### src/rtl/sta_pkg.sv
`default_nettype none

package sta_pkg;

  localparam int TABLE_ENTRIES_DEF = 128;
  localparam int QUEUE_DEPTH = 2;
  localparam int SLOT_W = 7;
  localparam int TOTAL_W = 8;
  localparam int COUNT_W = 16;
  localparam logic [COUNT_W-1:0] COUNT_MAX = '1;

  typedef struct packed {
    logic [47:0]        mac_address;
    logic signed [7:0]  signal_strength;
    logic [31:0]        now_seconds;
  } in_t;

  typedef struct packed {
    logic                 hit;
    logic                 evicted;
    logic [SLOT_W-1:0]    slot_index;
    logic [COUNT_W-1:0]   seen_count;
    logic signed [7:0]    peak_strength;
    logic [TOTAL_W-1:0]   entry_total;
  } out_t;

  typedef struct packed {
    logic valid;
    in_t  item;
  } queue_head_t;

endpackage

`default_nettype wire

### src/rtl/sta_front.sv
`default_nettype none

module sta_front (
  input  wire logic               clk,
  input  wire logic               rst_n,
  input  wire logic               start,
  output logic                    busy,
  input  wire sta_pkg::in_t       in_data,
  output sta_pkg::queue_head_t    head,
  input  wire logic               pop
);

  localparam int QPTR_W = (sta_pkg::QUEUE_DEPTH > 1) ? $clog2(sta_pkg::QUEUE_DEPTH) : 1;
  localparam int QCNT_W = $clog2(sta_pkg::QUEUE_DEPTH + 1);

  sta_pkg::in_t      q_r [sta_pkg::QUEUE_DEPTH];
  logic [QPTR_W-1:0] wr_ptr_r, wr_ptr_nxt;
  logic [QPTR_W-1:0] rd_ptr_r, rd_ptr_nxt;
  logic [QCNT_W-1:0] cnt_r, cnt_nxt;
  logic              push;
  logic              do_pop;

  assign busy   = (cnt_r == QCNT_W'(sta_pkg::QUEUE_DEPTH));
  assign push   = start && !busy;
  assign do_pop = pop && (cnt_r != '0);

  assign head.valid = (cnt_r != '0);
  assign head.item  = q_r[rd_ptr_r];

  always_comb begin
    wr_ptr_nxt = wr_ptr_r;
    rd_ptr_nxt = rd_ptr_r;
    cnt_nxt    = cnt_r;
    if (push) begin
      wr_ptr_nxt = (wr_ptr_r == QPTR_W'(sta_pkg::QUEUE_DEPTH - 1)) ? '0 : wr_ptr_r + 1'b1;
    end
    if (do_pop) begin
      rd_ptr_nxt = (rd_ptr_r == QPTR_W'(sta_pkg::QUEUE_DEPTH - 1)) ? '0 : rd_ptr_r + 1'b1;
    end
    if (push && !do_pop) begin
      cnt_nxt = cnt_r + 1'b1;
    end else if (do_pop && !push) begin
      cnt_nxt = cnt_r - 1'b1;
    end
  end

  always_ff @(posedge clk) begin
    if (!rst_n) begin
      wr_ptr_r <= '0;
      rd_ptr_r <= '0;
      cnt_r    <= '0;
    end else begin
      wr_ptr_r <= wr_ptr_nxt;
      rd_ptr_r <= rd_ptr_nxt;
      cnt_r    <= cnt_nxt;
    end
  end

  always_ff @(posedge clk) begin
    if (push) begin
      q_r[wr_ptr_r] <= in_data;
    end
  end

endmodule

`default_nettype wire

### config.mk
export PLATFORM = sky130hd
export DESIGN_NAME = sta_front
export DESIGN_NICKNAME = d
export VERILOG_FILES = /design/src/rtl/sta_pkg.sv /design/src/rtl/sta_front.sv
export SDC_FILE = /design/constraint.sdc
export NUM_CORES = 1
export LEC_CHECK = 0
export ABC_CLOCK_PERIOD_IN_PS = 9300
export BUFFER_PORTS_ARGS = -buffer_cell sky130_fd_sc_hd__buf_4
export CORE_ASPECT_RATIO = 1.25
export CORE_MARGIN = 2
export CORE_UTILIZATION = 45
export DETAILED_ROUTE_END_ITERATION = 16
export HOLD_SLACK_MARGIN = 0.02
export PLACE_DENSITY = 0.7
export SLEW_MARGIN = 10
export SYNTH_ARGS = -nofsm -noshare
export SYNTH_HDL_FRONTEND = slang
export SYNTH_SLANG_ARGS = --single-unit
### constraint.sdc
create_clock -name clk -period 9.3 [get_ports clk]
set_input_delay 0.465 -clock clk [delete_from_list [all_inputs] [get_ports clk]]
set_output_delay 0.465 -clock clk [all_outputs]
set_load 0.02 [all_outputs]
==> summary.md, run 1 <==
| Metric | Value |
|---|---|
| Synth Instances | 299 |
| Finished Cell Area | roughly 8800 sq um |
| CTS Buf Count | 17 |
| Top cell type by total area after synthesis | edfxtp_1 |
| Worst rel slew slack | 47.8% |
| Number of global-route vias before repair | 3,594 |
| Ports | 182 |
| Die width | 113 um |
| Remaining antenna violation count | 0 |
| Setup TNS | 0 ns |
| Crit share post-route | 31.8% |
| Area after DPL | 8210 sq um |
| Worst Path Buf+Inv | 2 |
| Sw frac | 28.6% |
| Critical path's top delay family | buffers and inverters |
| Nets@finish | 586 |
| Drc violations | 0 |
| RSZ-0062 raised after global routing | false |
| Max Buffers Root-to-Sink | 2 |
| EDFF count, synth | 176 |
| HPWL Detailed | 8.16 mm |
| Net Sw Power | 0.708 mW |
| Reg power frac | 43.6% |
| Share of the synthesized area in the top cell type | 79.3% |
| Peak supply drop | 0.000216 V |
| Share of cells above drive strength 1 | between 60% and 70% |
| Commonest cells in the synthesized netlist | edfxtp_1, mux2_2, mux2_4, buf_2, dfxtp_1 |
| Largest net degree at the start of global routing | 51 |
| Postcts setup bufs | 0 |
| Final Hold Vio Count | 0 |
| Final Critical Period | 2.96 ns |
| Cell mode on critical path | buf_4 |
| Resize count post-CTS | 0 |
| CTS tree | built |
| Status | finished, final reports clean |
| Worst-Margin Slew | 0.784 ns |
| Yosys cell types | 23 |
| Crit start category | register |
| Max Fclk | between 300 and 400 MHz |
| Internal | roughly 1.8 mW |
| Mean Syn Cell Area | approximately 22 sq um |
| Die Area | 15,800 sq um |
| CP Max Fanout | 50 |
| Routed WL per cell | 17.8 um |
| Static leakage | 3.30 nW |
| Worst EP arrival | 2.49 ns |
| Synth warnings | 0 |
| Gpl congestion | 0.733 |
| DRT iter0 DRCs | 154 |
| DRT Pass-1 Iters | 4 |
| Post-synthesis sequential area ratio | 80.8% |
| First-pass GRT wire length | 18.5 mm |
| Worst path required time | 8.84 ns |
| Initial Util | 46.2% |
| Comb power frac | 29.2% |
| Crit Path Class | register to output port |
| Synth Net Count | 392 |
| Final WL | 12.2 mm |
| IO buf count | between 150 and 200 |
| Chip height | 140 um |
| Max incr delay on CP | 0.70 ns |
| Top post-synthesis cells by area | edfxtp_1, mux2_2, mux2_4 |
| Setup violators final | 0 |
| Max cap viols | 0 |
| Clock Tree Root | clkbuf_16 |
| Initial antenna violation count | 0 |
| Core area | 14,400 sq um |
| Fin. max-slew vios | 0 |
| CP max stage cell | buf_4 |
| Clk_lat worst skew | 0.41 ns |
| Class of the worst hold path | input port to register |
| Type of destination of the critical path | output port |
| Post-Syn Area | roughly 6700 sq um |
| Synth-to-layout area growth | 31.8% |
| Global route total overflow | 0 |
| # hold bufs at CTS | 0 |
| Tot GR Track Use | 15.5% |
| Clock network power share | a little over a quarter |
| Clock Skews | 0.00744 ns |
| Count leader, synth | edfxtp_1 |
| Via Count | 3,388 |
| P per Cell Area | about 280 nW/um^2 |
| Filler cells | 1,074 |
| Clock H-tree levels | 4 |
| Rows | 49 |
| Antenna cell count | 0 |
| Clock transition at path regs | approximately 0.06 ns |
| Worst path cell trace | buf_4, mux2_2, buf_4 |
| Post-synth ARST share | 0% |
| Post-synthesis register bit count | 181 |
| Primary FF master, synth | edfxtp_1 |
| Via density | 4.95 |
| Clock sinks | 181 |
-- stage by stage --
| stage | utilization, % | setup slack [ns] | instances | power, mW | hold WS [ns] |
|---|---|---|---|---|---|
| final | 60.9 | 6.34 | 684 | 2.48 | 0.237 |
| after detailed placement | 57.0 | 6.78 | 652 | 1.83 | 0.521 |
| after global placement | 57.0 | 6.79 | 652 | 1.81 | 0.498 |
| after floorplan | - | 4.77 | 299 | 1.55 | 0.479 |
| after CTS | 60.9 | 6.33 | 684 | 2.51 | 0.214 |
| after global routing | 60.9 | 6.25 | 684 | 2.58 | 0.208 |
-- power groups by stage --
stage | clock network [mW] | registers (mW) | logic [mW]
final | 0.673 | 1.08 | 0.724
after global routing | 0.723 | 1.09 | 0.765
after CTS | 0.692 | 1.08 | 0.735
after detailed placement | 0 | 1.10 | 0.731
after global placement | 0 | 1.09 | 0.723
after floorplan | 0 | 1.07 | 0.481
-- worst register-to-register path: cells and delay by family, from the launching register on --
| family | cells | cell delay [ns] |
|---|---|---|
| buffers and inverters | 1 | 0.69 |
| flip-flops | 1 | 0.42 |
| AND/OR/NAND/NOR | 2 | 0.78 |
-- cell usage in the layout (no fill, tap or decap) --
cell | synthesis | layout
clkinvlp_4 | 0 | 2
clkinv_1 | 0 | 5
o21ai_1 | 1 | 1
o21a_1 | 1 | 1
mux2_2 | 68 | 68
inv_1 | 1 | 1
dfxtp_1 | 5 | 4
inv_2 | 1 | 1
nand2b_1 | 1 | 1
clkinv_4 | 0 | 5
mux2_4 | 20 | 20
or3_1 | 1 | 1
a21boi_1 | 1 | 1
ha_1 | 1 | 1
clkbuf_16 | 0 | 17
clkbuf_1 | 0 | 1
bufinv_16 | 0 | 2
buf_4 | 0 | 185
a21boi_0 | 1 | 1
nor3_4 | 0 | 1
xnor2_1 | 2 | 2
o21ai_0 | 1 | 1
edfxtp_1 | 176 | 176
nor2_1 | 1 | 1
or2_2 | 1 | 1
dfxtp_4 | 0 | 1
xor2_1 | 1 | 1
and2_1 | 3 | 3
and3_4 | 0 | 1
-- cell families after synthesis --
group / after synthesis / synth area share [%]
DFF: 181 / 80.8
muxes: 88 / 16.0
buffers and inverters: 12 / 1.24
and+or+nand+nor: 9 / 0.864
AOI/OAI and AO/OA: 5 / 0.488
xor gates and xnor gates: 3 / 0.394
adders and majority gates: 1 / 0.188
-- flip-flops by register name, indices dropped and copies added, names as in the netlist, named ones only --
signal,count
q_r,176
cnt_r,2
rd_ptr_r,1
wr_ptr_r,1
-- final timing paths --
path	slack, ns	cells past startpoint	start	to
min	0.24	1	in_data[79]	q_r[1][79]
max reg2reg	7.01	3	cnt_r[0]	q_r[1][23]
min reg2reg	0.53	2	cnt_r[1]	cnt_r[1]
max	6.34	3	register	head[41]
-- metal layers --
metal	GRT usage (%)	vias up	wire length (um)
met5	0	-	0
met2	26.9	122	6490
met4	6.68	0	303
met1	17.1	1670	4570
li1	-	1575	-
met3	5.71	21	813
-- final cells by class --
type / instances / area [sq um] / area share (%)
inverters: 2 / 7.51 / 0.0855
flip-flops and latches: 181 / 5390 / 61.4
multi-input cells: 106 / 1210 / 13.7
repair buffers: 185 / 1390 / 15.8
well taps: 178 / 223 / 2.54
clock buffers: 18 / 429 / 4.89
clock inverters: 14 / 138 / 1.57
(Power assumes the default switching activity.)
==> run 2, diff against run 1 <==
ABC_CLOCK_PERIOD_IN_PS = 3000   (was 9300)
clock period = 3 ns   (was 9.3 ns; I/O delays follow)
==> run 2 against run 1 <==
Net effect: global-route usage is 1.3 points higher; flip-flop and latch count stayed put; clock skew is 0.0025 ns lower; final cell count is 13% higher; via count is 10% higher; sequential share of layout area is 5.5 points lower; worst hold slack worse by 0.14 ns; critical path depth stayed put; setup slack worse by 5.6 ns; critical endpoint is now head[20]; largest cell class unchanged; highest routed layer unchanged.
==> summary.md, run 2 (same netlist as run 1, synthesis figures left out) <==
| Metric | Value |
|---|---|
| Finished Cell Area | 9650 sq um |
| Final WS setup | between 0.7 and 0.8 ns |
| Ports | 182 |
| Clock H-tree levels | 4 |
| Max Fclk | 443 MHz |
| Fin. max-slew vios | 0 |
| HPWL Detailed | 8.12 mm |
| Core area | 14,400 sq um |
| Synth-to-layout area growth | 44.9% |
| Area after DPL | 8260 sq um |
| Max FFs per register | 176 |
| Gpl congestion | a little under 0.7 |
| Fin util | 67.0% |
| Status | finished, final reports clean |
| RSZ-0062 raised after global routing | false |
| Final Critical Period | 2.26 ns |
| Static leakage | about 3.6 nW |
| Number of global-route vias before repair | 4,117 |
| Class of the worst hold path | input port to register |
| Share of cells above drive strength 1 | 51.2% |
| Max cap viols | 0 |
| Peak supply drop | 0.000540 V |
| Global route total overflow | 0 |
| Tot GR Track Use | between 10% and 20% |
| Die width | 113 um |
| Clock Tree Root | clkbuf_16 |
| DRT iter0 DRCs | 172 |
| Worst path required time | 2.85 ns |
| Final Total Pwr | roughly 7.6 mW |
| Via density | 4.83 |
| Drc violations | 0 |
| Crit share post-route | between 70% and 80% |
| Crit Path Class | register to output port |
| Initial Util | a little under half |
| Chip height | 140 um |
| Initial antenna violation count | 0 |
| DRT Pass-1 Iters | 4 |
| Filler cells | 978 |
| Clock sinks | 181 |
| Worst EP arrival | 2.11 ns |
| Routed WL per cell | 17.1 um |
| Clock Skews | 0.00489 ns |
| Antenna cell count | 0 |
| Via Count | 3,742 |
| Rows | 49 |
| R2R Setup Slk | about 1.3 ns |
| CTS Buf Count | 17 |
| Setup TNS | 0 ns |
| Largest net degree at the start of global routing | between 50 and 60 |
| Resize count post-CTS | 0 |
| Worst rel slew slack | 57.8% |
| CP Max Fanout | 51 |
| Final WL | 13.3 mm |
| IO buf count | 181 |
| Most flop-heavy register | q_r |
| Die Area | approximately 16,000 sq um |
| Worst-Margin Slew | 0.633 ns |
| Setup violators final | 0 |
| Max Buffers Root-to-Sink | 2 |
| Clock transition at path regs | 0.06 ns |
| Biggest regs | q_r (176), cnt_r (2) |
| Nets@finish | 676 |
| CTS tree | built |
| Commonest non-fill, non-tap cells in the layout | buf_4, edfxtp_1, dlygate4sd3_1 |
| Crit start category | register |
| Most common cell after layout, fill and taps aside | buf_4 |
| Clk_lat worst skew | between 0.4 and 0.5 ns |
| Remaining antenna violation count | 0 |
| First-pass GRT wire length | 20.3 mm |
| Worst slack, placed | between 1 and 1.5 ns |
| P per Cell Area | 791 nW/um^2 |
| Type of destination of the critical path | output port |
| Final Hold Vio Count | 0 |
[run 2: final timing paths]
path / start / endpoint / cells after the start
worst max-delay path: register / head[20] / 3
worst min-delay path: start / wr_ptr_r / 3
worst max register to register: cnt_r[0] / q_r[1][54] / 3
worst min register to register: cnt_r[1] / cnt_r[1] / 2
[run 2: through the flow]
stage	cells	hold slack, ns
after CTS	774	0.0765
after global placement	653	0.335
after global routing	774	0.0875
after floorplan	299	0.249
final	774	0.0978
after detailed placement	653	0.338
[run 2: repair_timing]
action	CTS	global route
hold buffers	89	0
endpoints found under the hold margin	181	0
setup endpoints to repair	0	0
setup buffers	0	0
[run 2: per-layer routing]
metal  wire (um)  track usage, %  up-vias
li1            -               -     1748
met1        5210            20.0     1822
met2        6720            28.3      146
met3        1020            5.41       26
met4         315            7.00        0
met5           0               0        -
[run 2: final cells by class]
type,instances,area (sq um),share of cell area (%)
Sequential cell,181,5390,55.8
Timing Repair Buffer,275,2310,24.0
Multi-Input combinational cell,106,1210,12.6
Clock buffer,22,444,4.60
Tap cell,178,223,2.31
Clock inverter,10,60.1,0.622
Inverter,2,10.0,0.104
[run 2: power by group]
group | internal (mW) | leakage, nW | switching (mW)
combinational | 1.18 | 1.73 | 1.21
clock | 1.05 | 0.233 | 0.853
sequential | 3.18 | 1.69 | 0.167
[run 2: critical path, stage by stage, from the launching register on]
cell and delay, ns:
dfxtp_4 0.71, buf_12 0.37, mux2_2 0.40, buf_4 0.16
==> run 3, diff against run 2 <==
ABC_CLOCK_PERIOD_IN_PS = 2200   (was 3000)
clock period = 2.2 ns   (was 3 ns; I/O delays follow)
==> run 3 against run 2 <==
Net effect: clock-buffer cell count fell by 3; largest cell class unchanged; largest power group unchanged; highest routed layer unchanged; clock power rose by 41%; die area did not move; wire length fell by 2.7%; critical path type unchanged.
==> summary.md, run 3 (same netlist as run 1, synthesis figures left out) <==
| Metric | Value |
|---|---|
| RSZ-0062 raised after global routing | false |
| Register area | 5390 sq um |
| Class of the worst hold path | input port to register |
| Fin. max-slew vios | 0 |
| Drc violations | 0 |
| Final WL | ~13 mm |
| Die Area | 15,800 sq um |
| Static leakage | 3.68 nW |
| DRT Pass-1 Iters | 4 |
| WL met3 | 960 um |
| Postcts setup bufs | 0 |
| Clock sinks | 181 |
| Routed WL per cell | 16.7 um |
| Initial antenna violation count | 1 |
| Worst rel slew slack | approximately 70% |
| Clock H-tree levels | 4 |
| Commonest non-fill, non-tap cells in the layout | buf_4, edfxtp_1, dlygate4sd3_1 |
| DR top layer | met4 |
| Clock Skews | 0.00768 ns |
| Internal | approximately 7.5 mW |
| Biggest regs | q_r (176), cnt_r (2) |
| Clock Tree Root | clkbuf_16 |
| Die width | around 110 um |
| Filler cells | 984 |
| Initial Util | 46.2% |
| Area of the multi-input gates | 1210 sq um |
| CTS tree | built |
| Global route total overflow | 0 |
| Nets@finish | ~680 |
| Reg power frac | between 40% and 50% |
| Sw frac | 28.6% |
| Final Critical Period | 1.96 ns |
| CTS Buf Count | 17 |
| Non-Filler Instances | slightly below 800 |
| Max FFs per register | between 150 and 200 |
| Max cap viols | 0 |
| Clk_lat worst skew | approximately 0.42 ns |
| First-pass GRT wire length | 19.8 mm |
| Status | finished, final reports clean |
| Gpl congestion | 0.720 |
| P per Cell Area | 1080 nW/um^2 |
| Share of cells above drive strength 1 | between 50% and 60% |
| Final Hold Vio Count | 0 |
| Rows | 49 |
| Most flop-heavy register | q_r |
| Worst EP arrival | 1.85 ns |
| Comb power frac | between 30% and 40% |
| Ports | roughly 180 |
| Worst path required time | 2.09 ns |
| Via Count | 3,712 |
| Max Fclk | between 500 and 600 MHz |
| Largest net degree at the start of global routing | a little under 60 |
| Number of global-route vias before repair | 3,887 |
| Tot GR Track Use | 16.7% |
| IO buf count | about 180 |
| Crit start category | register |
| Inst Count DP | 654 |
| Crit Path Class | register to output port |
| Worst-Margin Slew | 0.441 ns |
| Remaining antenna violation count | 0 |
| Hold Slack | 0.0903 ns |
| Crit share post-route | approximately 90% |
| Setup violators final | 0 |
| Chip height | 140 um |
| Max Buffers Root-to-Sink | 2 |
| Resize count post-CTS | 0 |
| HPWL Detailed | 8.18 mm |
| DRT iter0 DRCs | approximately 160 |
| Clock transition at path regs | 0.06 ns |
| Metal1 wirelength | ~5 mm |
| Synth-to-layout area growth | 45.8% |
| Most common cell after layout, fill and taps aside | buf_4 |
| Type of destination of the critical path | output port |
| Met2 Routed Length | 6.54 mm |
| CP Max Fanout | 31 |
| Via density | 4.80 |
| Clock network power share | 25.4% |
| Net Sw Power | about 3 mW |
| Core area | 14,400 sq um |
| Peak supply drop | 0.000828 V |
-- run 3: changes by cell type in the layout (fill, tap and decap cells not counted), sizes merged --
cell	before	now
diode	0	1
clkinv	6	7
clkbuf	22	19
bufinv	0	1
clkinvlp	4	2
inv	2	3
buf	186	187
-- run 3: timing repair --
item,CTS,global route
endpoints found under the setup margin,0,0
endpoints found under the hold margin,181,0
hold buffers,89,0
-- run 3: path summary, 6_finish.rpt --
kind,from,to,slack [ns],cells past startpoint
max,register,head[3],0.24,3
min,start,wr_ptr_r,0.09,3
min reg2reg,cnt_r[1],cnt_r[1],0.56,2
max reg2reg,cnt_r[0],q_r[0][31],0.61,4
-- run 3: per-layer routing --
metal,GRT usage [%],vias to the layer above
met5,0,-
met4,7.19,0
met3,6.32,21
met2,28.2,148
met1,18.9,1794
li1,-,1749
-- run 3: final cells by class --
class	instances	area share, %
flip-flops and latches	181	55.5
diodes	1	0.0258
multi-input cells	106	12.5
inverters	2	0.103
well taps	178	2.29
clock buffers	19	4.46
repair buffers	276	24.3
clock inverters	11	0.901
-- run 3: stage by stage --
stage	utilization (%)	power (mW)	setup slack, ns	instance area (sq um)	TNS, ns
after CTS	67.4	10.6	0.206	9710	0
after global routing	67.4	11.0	0.153	9710	0
after global placement	57.6	7.78	0.648	8300	0
final	67.4	10.5	0.238	9720	0
after floorplan	-	6.56	-0.924	6680	-82.15
after detailed placement	57.6	7.83	0.621	8300	0
-- run 3: worst max-delay path, stage by stage, from the launching register on --
cell and delay [ns]:
dfxtp_4 0.59, buf_12 0.28, mux2_2 0.37, buf_4 0.16
-- run 3: power by group through the flow --
stage	logic (mW)	clock network, mW	registers, mW
2_1_floorplan	2.05	0	4.51
3_3_place_gp	3.20	0	4.58
3_5_place_dp	3.23	0	4.60
4_1_cts	3.37	2.74	4.53
5_1_grt	3.52	2.89	4.57
6_report	3.33	2.68	4.53
